[config.mk]
export PLATFORM = sky130hd
export DESIGN_NAME = fld_queue
export DESIGN_NICKNAME = d
export VERILOG_FILES = /design/src/design/fld_pkg.sv /design/src/design/fld_queue.sv
export SDC_FILE = /design/constraint.sdc
export NUM_CORES = 1
export LEC_CHECK = 0
export BUFFER_PORTS_ARGS = -buffer_cell sky130_fd_sc_hd__buf_2
export CORE_MARGIN = 8
export CORE_UTILIZATION = 57
export DETAILED_ROUTE_END_ITERATION = 12
export PLACE_DENSITY = 0.87
export SETUP_SLACK_MARGIN = 0.02
export SYNTH_ARGS = -nofsm -noshare
export SYNTH_HDL_FRONTEND = slang
export SYNTH_SLANG_ARGS = --single-unit
[constraint.sdc]
create_clock -name clk -period 2.4 [get_ports clk]
set_input_delay 0.6 -clock clk [delete_from_list [all_inputs] [get_ports clk]]
set_output_delay 0.6 -clock clk [all_outputs]
set_load 0.01 [all_outputs]
[src/design/fld_pkg.sv]
// Shared types and constants for the field line doubler.
package fld_pkg;

	// Default bounds of the line buffer and row counter
	localparam int DEF_MAX_LINE_BYTES = 8192;
	localparam int DEF_MAX_FIELD_ROWS = 1024;

	// Fixed field widths
	localparam int SAMPLE_W = 8;
	localparam int ROW_W    = 11;
	localparam int COL_W    = 13;
	localparam int LINE_W   = 14;
	localparam int ROWS_W   = 11;
	localparam int INDEX_W  = 4;

	// Register indexes
	localparam logic [INDEX_W-1:0] REG_LINE_BYTES = 4'd0;
	localparam logic [INDEX_W-1:0] REG_FIELD_ROWS = 4'd1;

	// Register reset values
	localparam logic [LINE_W-1:0] LINE_BYTES_RESET = 14'd7680;
	localparam logic [ROWS_W-1:0] FIELD_ROWS_RESET = 11'd540;

	// Depth of the queue between front and back
	localparam int QUEUE_DEPTH = 4;

	// One classified item waiting for output: both results of the pair
	typedef struct packed {
		logic [ROW_W-1:0]    row_base;
		logic [COL_W-1:0]    col;
		logic [SAMPLE_W-1:0] old;
		logic [SAMPLE_W-1:0] interp;
		logic                done;
	} fld_entry_t;

	// Front to queue
	typedef struct packed {
		logic       push;
		fld_entry_t entry;
	} fld_push_t;

	// Queue to back
	typedef struct packed {
		logic       avail;
		fld_entry_t entry;
	} fld_head_t;

endpackage

[src/design/fld_queue.sv]
// Short queue of classified items between front and back.
module fld_queue import fld_pkg::*; (
	input  logic      clk,
	input  logic      arst_n,
	input  fld_push_t push,
	output logic      full,
	input  logic      pop,
	output fld_head_t head
);

	localparam int AW = $clog2(QUEUE_DEPTH);

	fld_entry_t    slot_q [QUEUE_DEPTH];
	logic [AW-1:0] wr_q;
	logic [AW-1:0] rd_q;
	logic [AW:0]   count_q;
	logic          do_pop;

	assign full   = (count_q == (AW+1)'(QUEUE_DEPTH));
	assign do_pop = pop && (count_q != '0);

	// Pointers and fill count
	always_ff @(posedge clk or negedge arst_n) begin
		if (!arst_n) begin
			wr_q    <= '0;
			rd_q    <= '0;
			count_q <= '0;
		end else begin
			if (push.push) begin
				wr_q <= wr_q + AW'(1);
			end
			if (do_pop) begin
				rd_q <= rd_q + AW'(1);
			end
			if (push.push && !do_pop) begin
				count_q <= count_q + (AW+1)'(1);
			end else if (!push.push && do_pop) begin
				count_q <= count_q - (AW+1)'(1);
			end
		end
	end

	// Store pushed items
	always_ff @(posedge clk) begin
		if (push.push) begin
			slot_q[wr_q] <= push.entry;
		end
	end

	assign head.avail = (count_q != '0);
	assign head.entry = slot_q[rd_q];

endmodule

==> impl_metrics.tcl <==
set metrics [dict create \
    grt_usage 0.165 \
    vias 2904 \
    start_util 0.585 \
    hold_path.class "in2reg" \
    status "finished, violations left" \
    slew_headroom 0.690 \
    numClockSinks 171 \
    core_um2 10900 \
    numCtsBuffers 17 \
    worstPathRequired_ps 1800 \
    grt_max_degree 28 \
    critPathKind "reg2out" \
    std_cell_rows 38 \
    finalWeightedCongestion 0.675 \
    hold_viol_final 0 \
    die_w_um 122 \
    dpl_cell_area_um2 7020 \
    top_layer "met5" \
    final-max-slew-violation-count 0 \
    ys_seq_elements 171 \
    tightest_slew_ps 465 \
    dr.first_iter.drc_count 219 \
    syn_inst 249 \
    synth-seq-area-share 0.801 \
    synth_cell_types 21 \
    drt-pass1-iter-count 4 \
    dieArea_um2 14800 \
    rsz0062_at_grt "true" \
    synth_area_leader_cell "edfxtp_1" \
    cp_max_fo 6 \
    power_density_nw_per_um2 1280 \
    drive_gt1_frac 0.485 \
    die_h_um 122 \
    synth_area_leaders "edfxtp_1 77%, mux4_2 13%, dfrtp_1 2.8%" \
    synth_area_um2 6370 \
    drcViolationCount 0 \
    finalClockSkew_ps 8.81 \
    netlist.area_leader.share 0.773 \
    hpwlAfterDp_mm 7.20 \
    syn_avg_cell_area_um2 25.6 \
    clk_pin_slew_ps 70 \
    finalNonFillerCells 515 \
    startpoint_type "flip-flop" \
    max-cap-violations 0 \
    post-place-cells 479 \
    ant_nets 0 \
    layout_common_cells "164 x edfxtp_1, 66 x buf_2, 41 x mux4_2, 23 x buf_6, 16 x clkbuf_16" \
    ys.warnings.count 0 \
    htree_levels 4 \
    grt_pass1_vias 3213 \
    grt_remaining_overflow 0 \
    met1Wirelength_mm 4.60 \
    p_leak_nw 2.74 \
    clock-root-buffer "clkbuf_8" \
    route.met2.wl_mm 6.05 \
    io_pins 88 \
    period_share 1.04 \
    period_needed_ps 2490 \
    syn_to_final_growth_pct 22.2 \
    synth_nets 300 \
    final_nets 413 \
    arrival_ps 1890 \
    finalSetupViolCount 41 \
    setup_ws_ps -85.6 \
    fillers 632 \
    violations "negative setup slack" \
    via_per_inst 5.64 \
    clockBufferDepth 2 \
    antenna_found_initial 1 \
    drt-total-wl_mm 11.6 \
    cts_tree "yes" \
    finalInstanceArea_um2 7780 \
    wl_per_cell_um 22.5 \
    antennaDiodeCount 0 \
    wl_met3_um 711 \
    fmax_mhz 402 \
    clk_latency_ps 520 \
    final_common_cell "edfxtp_1" \
    end_kind "primary output" \
    portBuffers 87 \
    grt_pass1_wl_mm 18.0 \
    vdd_drop_max_v 0.000733 \
]
==> synth_stat cells <==
library cell and n:
edfxtp_1 164, mux4_2 38, dfrtp_1 7, ha_1 5, and2_1 4, buf_12 4
buf_2 4, inv_1 3, mux4_1 3, xnor2_1 3, xor2_1 3, nand2_1 2
buf_6 1, clkbuf_1 1, fa_1 1, mux2_2 1, nand3_1 1, nor2_1 1
nor3b_1 1, o21ai_0 1, or3_1 1
==> sequential cells by signal (all words and copies together) (netlist names) <==
name / cells
wr_q: 2
count_q: 3
rd_q: 2
slot_q: 164
==> final timing paths <==
kind | startpoint | end | slack, ps | cells after the start
setup / recovery | rd_q[0] | head[14] | -90 | 3
hold / removal | push[29] | slot_q[2][29] | 290 | 1
setup reg to reg | count_q[0] | count_q[2] | 200 | 8
hold reg to reg | count_q[2] | count_q[2] | 510 | 1
max in group asynchronous | arst_n | rd_q[0] | 1760 | 2
min in group asynchronous | arst_n | count_q[0] | 450 | 2
==> critical path: stages, from the launching register on <==
cell and delay, ps:
dfrtp_4 490, buf_4 210, mux4_2 510, buf_2 160
==> metal layers <==
layer	track usage	up-vias
met5	0	-
met4	0.0686	2
met3	0.0514	22
met2	0.276	96
met1	0.196	1502
li1	-	1282
==> metrics by stage <==
step | hold WS (ps) | setup WS (ps) | util | setup TNS [ps] | total power [mW]
after floorplan | 304 | 349 | - | 0 | 5.98
after global placement | 439 | 305 | 0.645 | 0 | 6.84
after detailed placement | 448 | 235 | 0.645 | 0 | 6.93
after CTS | 258 | -139 | 0.709 | -4460 | 9.92
after global routing | 276 | -157 | 0.715 | -5050 | 10.4
final | 292 | -85.6 | 0.715 | -2470 | 9.94
==> repair_timing <==
action / in CTS / in global routing
hold buffers: 1 / 0
endpoints found under the hold margin: 7 / 0
setup buffers: 2 / 1
endpoints found under the setup margin: 41 / 41
resized for setup: 16 / 10
==> power breakdown <==
group / internal (mW) / total, mW / switching, mW
Clock: 1.61 / 2.73 / 1.12
Sequential: 3.92 / 4.12 / 0.196
Combinational: 1.62 / 3.09 / 1.47
==> cell families (layout without fill, tap and decap cells) <==
group,count (synthesis),after routing,share of synthesized area
fa+ha+maj,6,6,0.0130
simple gates,10,10,0.00865
flops,171,171,0.801
buf+inv,13,139,0.0198
xor+xnor,6,6,0.00825
compound gates,1,1,0.000785
mux,42,42,0.149
==> final cells by class <==
| cell class | instances | area, um2 | share of cell area |
|---|---|---|---|
| clock buffers | 18 | 418 | 0.0537 |
| inverters | 3 | 11.3 | 0.00145 |
| well taps | 140 | 175 | 0.0225 |
| flip-flops and latches | 171 | 5100 | 0.656 |
| clock inverters | 14 | 181 | 0.0233 |
| repair buffers | 104 | 754 | 0.0970 |
| multi-input cells | 65 | 1130 | 0.146 |
No activity file was read; power rests on OpenSTA's default activity.
