$ cat src/design/fld_pkg.sv
// Shared types and constants for the field line doubler.
package fld_pkg;

	// Default bounds of the line buffer and row counter
	localparam int DEF_MAX_LINE_BYTES = 8192;
	localparam int DEF_MAX_FIELD_ROWS = 1024;

	// Fixed field widths
	localparam int SAMPLE_W = 8;
	localparam int ROW_W    = 11;
	localparam int COL_W    = 13;
	localparam int LINE_W   = 14;
	localparam int ROWS_W   = 11;
	localparam int INDEX_W  = 4;

	// Register indexes
	localparam logic [INDEX_W-1:0] REG_LINE_BYTES = 4'd0;
	localparam logic [INDEX_W-1:0] REG_FIELD_ROWS = 4'd1;

	// Register reset values
	localparam logic [LINE_W-1:0] LINE_BYTES_RESET = 14'd7680;
	localparam logic [ROWS_W-1:0] FIELD_ROWS_RESET = 11'd540;

	// Depth of the queue between front and back
	localparam int QUEUE_DEPTH = 4;

	// One classified item waiting for output: both results of the pair
	typedef struct packed {
		logic [ROW_W-1:0]    row_base;
		logic [COL_W-1:0]    col;
		logic [SAMPLE_W-1:0] old;
		logic [SAMPLE_W-1:0] interp;
		logic                done;
	} fld_entry_t;

	// Front to queue
	typedef struct packed {
		logic       push;
		fld_entry_t entry;
	} fld_push_t;

	// Queue to back
	typedef struct packed {
		logic       avail;
		fld_entry_t entry;
	} fld_head_t;

endpackage

$ cat src/design/fld_back.sv
// Back end: expands each queued item into its copy and interpolated results.
module fld_back import fld_pkg::*; (
	input  logic                clk,
	input  logic                arst_n,
	input  fld_head_t           head,
	output logic                pop,
	output logic                out_valid,
	input  logic                out_ready,
	output logic [ROW_W-1:0]    out_row,
	output logic [COL_W-1:0]    out_col,
	output logic [SAMPLE_W-1:0] value,
	output logic                last,
	output logic                frame_done
);

	logic                out_valid_q;
	logic                phase_q;
	logic                load;
	logic [ROW_W-1:0]    row_q;
	logic [COL_W-1:0]    col_q;
	logic [SAMPLE_W-1:0] value_q;
	logic                last_q;
	logic                done_q;

	// Output register takes a new result when empty or being taken
	assign load = !out_valid_q || out_ready;
	assign pop  = load && head.avail && phase_q;

	// Output valid and pair phase
	always_ff @(posedge clk or negedge arst_n) begin
		if (!arst_n) begin
			out_valid_q <= 1'b0;
			phase_q     <= 1'b0;
		end else if (load) begin
			out_valid_q <= head.avail;
			if (head.avail) begin
				phase_q <= !phase_q;
			end
		end
	end

	// Output payload: copy first, interpolated second
	always_ff @(posedge clk) begin
		if (load && head.avail) begin
			row_q   <= {head.entry.row_base[ROW_W-1:1], phase_q};
			col_q   <= head.entry.col;
			value_q <= phase_q ? head.entry.interp : head.entry.old;
			last_q  <= phase_q;
			done_q  <= phase_q && head.entry.done;
		end
	end

	assign out_valid  = out_valid_q;
	assign out_row    = row_q;
	assign out_col    = col_q;
	assign value      = value_q;
	assign last       = last_q;
	assign frame_done = done_q;

endmodule

$ cat config.mk
export PLATFORM = sky130hd
export DESIGN_NAME = fld_back
export DESIGN_NICKNAME = d
export VERILOG_FILES = /design/src/design/fld_pkg.sv /design/src/design/fld_back.sv
export SDC_FILE = /design/constraint.sdc
export NUM_CORES = 1
export LEC_CHECK = 0
export ABC_AREA = 1
export BUFFER_PORTS_ARGS = -buffer_cell sky130_fd_sc_hd__buf_2
export CAP_MARGIN = 20
export CORE_ASPECT_RATIO = 1.4
export CORE_UTILIZATION = 43
export DETAILED_ROUTE_END_ITERATION = 10
export PLACE_DENSITY = 0.79
export SLEW_MARGIN = 20
export SYNTH_ARGS = -nofsm -noshare
export SYNTH_HDL_FRONTEND = slang
export SYNTH_SLANG_ARGS = --single-unit
$ cat constraint.sdc
create_clock -name clk -period 3.7 [get_ports clk]
set_input_delay 0.185 -clock clk [delete_from_list [all_inputs] [get_ports clk]]
set_output_delay 0.185 -clock clk [all_outputs]
set_load 0.005 [all_outputs]
==> summary.md <==
| Metric | Value |
|---|---|
| Port Buffers | `a little under 80` |
| PD cells | `around 460 nW/um^2` |
| Critical path type | `register to register` |
| Number of global-route vias before repair | `775` |
| Leakage | `slightly above 0.8 nW` |
| Yosys warnings | `0` |
| Final Setup Violations | `0` |
| CP arrival | `about 1.4 ns` |
| ANT cells | `0` |
| Vias per cell | `around 4.5` |
| # IOs | `between 80 and 90` |
| Worst path slowest cell | `inv_2` |
| Final nets | `~210` |
| Area leader, netlist | `edfxtp_1` |
| Synth cell types | `10` |
| Synth area leaders | `edfxtp_1 83%, nand2_1 9.1%, dfrtp_1 4.2%, buf_6 0.94%, inv_1 0.94%` |
| Crit path launch type | `register` |
| Initial Util | `between 40% and 50%` |
| Die height | `about 64 um` |
| Hold slack | `between 0.02 and 0.03 ns` |
| Fin crit share | `between 30 and 40%` |
| Die W | `46.6 um` |
| Synth Instances | `between 70 and 80` |
| Grt ovf | `0` |
| Hold Vio Cnt, Final | `0` |
| Core area | `roughly 2600 um^2` |
| Final GP Congestion | `0.692` |
| Unrepaired setup endpoints after global routing | `no` |
| Post-synthesis average cell area | `16.4 um^2` |
| Max VDD drop | `between 0.0002 and 0.00025 V` |
| Kind of end point of the critical path | `register` |
| Setup TNS | `0 ns` |
| TritonCTS clock tree | `yes` |
| Synth Cell Area | `1200 um^2` |
| Worst Hold Class | `input port to register` |
| Worst slew margin | `57.4%` |
| 1st-pass router iterations | `4` |
| Largest net degree at the start of global routing | `34` |
| H-tree levels | `2` |
| Clock tree buffer depth | `2` |
| Final WL | `approximately 2400 um` |
| Vias | `between 800 and 900` |
| Status | `finished clean` |
| Fmax | `between 0.6 and 0.7 GHz` |
| Post-synth top area share | `between 80 and 90%` |
| R2R Setup Slk | `2.24 ns` |
| Clock skew | `about 0.0062 ns` |
| Remaining antenna violation count | `0` |
| Wire length per cell | `11.9 um` |
| FP Rows | `22` |
| Min Clock Period, post-route | `about 1.5 ns` |
| Critical path, cell by cell | `nand2_1 > nand2_2 > inv_2` |
| GRT Total Usage | `17.5%` |
| Worst EP required | `around 3.7 ns` |
| Slew Viols, Final | `0` |
| Fraction of final layout cells sized beyond drive strength 1 | `54.3%` |
| Syn Nets | `118` |
| Clk slew on worst S/H paths | `approximately 0.09 ns` |
| Die area | `approximately 3000 um^2` |
| Clock Tree Root | `clkbuf_4` |
| Initial drt markers | `28` |
| Clk_lat worst skew | `~0.33 ns` |
| Max incr delay on CP | `0.48 ns` |
| Clk sink count | `35` |
| DRC viols | `0` |
| Max cap viols | `0` |
| Global-route wire length before repair | `3420 um` |
| Total CTS buffers | `5` |
| Worst Path Max Fanout | `33` |
| Post-synthesis sequential area ratio | `between 80% and 90%` |
| Worst-Margin Slew | `0.639 ns` |
| Total power | `between 0.7 and 0.8 mW` |
| Yosys reg bits | `35` |
| Layout area overhead | `42.7%` |
| Initial antenna violation count | `0` |
==> cell usage after synthesis (all sizes together) <==
cell	instances
buf	2
nor2	1
nand3	1
nand2	30
dfrtp	2
inv	4
edfxtp	33
==> registers in the layout, summed over array words and instances (netlist names) <==
register and flops:
out_col 13, out_row 11, value 8, frame_done 1, out_valid 1, phase_q 1
==> critical path: cells and delay by family (launching register included) <==
kind          cells  cell delay, ns
buf+inv           1            0.48
flops             1            0.39
simple gates      2            0.21
==> stage by stage <==
stage	setup slack (ns)	cell area [um^2]	instances	utilization, %
6_report	2.24	1710	198	64.7
5_1_grt	2.12	1710	198	64.7
4_1_cts	1.87	1680	195	63.6
3_5_place_dp	1.88	1620	186	61.3
3_3_place_gp	1.96	1620	186	61.3
2_1_floorplan	2.10	1200	73	-
==> metal layers <==
layer  wire length (um)  vias to the layer above  GRT usage, %
li1                   -                      423             -
met1                784                      395          16.1
met2               1240                       60          27.8
met3                245                        8          8.08
met4                 95                        0          13.9
met5                  0                        -             0
==> final cells by class <==
class	instances	area, um^2
clock buffers	7	45.0
clock inverters	1	5.00
fillers	215	932
inverters	4	15.0
multi-input cells	32	124
flip-flops and latches	35	1040
well taps	36	45.0
repair buffers	83	435
==> cells by family (layout without fill, tap and decap cells) <==
family	after synthesis	in the layout	share of synthesized area, %
DFF	35	35	86.8
and+or+nand+nor	32	32	10.3
buffers and inverters	6	95	2.82
==> placed cells by master (no fill, tap or decap) <==
cell / count
buf_2: 79
edfxtp_1: 33
nand2_1: 29
clkbuf_4: 5
dlygate4sd3_1: 4
inv_2: 2
inv_1: 2
clkbuf_1: 2
dfrtp_1: 2
nand2_2: 1
nor2_1: 1
nand3_1: 1
clkinv_2: 1
==> what timing repair did <==
action / CTS / global route
buffers inserted: 0 / 0
hold buffers: 1 / 3
gates resized for setup: 0 / 0
endpoints found under the hold margin: 2 / 3
==> power by group <==
group	switching, mW	internal [mW]	total, mW
clock network	0.110	0.0739	0.184
registers	0.0155	0.478	0.493
logic	0.0556	0.0503	0.106
total	0.181	0.602	0.783
==> path summary, 6_finish.rpt <==
check                                         to  depth (start not counted)             startpoint
max                         out_col[7]$_DFFE_PP_                          3  out_valid$_DFFE_PN0P_
max reg2reg                 out_col[7]$_DFFE_PP_                          3  out_valid$_DFFE_PN0P_
min in group asynchronous    phase_q$_DFFE_PN0P_                          2                 arst_n
min reg2reg                out_valid$_DFFE_PN0P_                          2  out_valid$_DFFE_PN0P_
min                         out_col[1]$_DFFE_PP_                          1               head[18]
max in group asynchronous  out_valid$_DFFE_PN0P_                          2                 arst_n
Note: power is estimated with default switching activity, not from simulation.
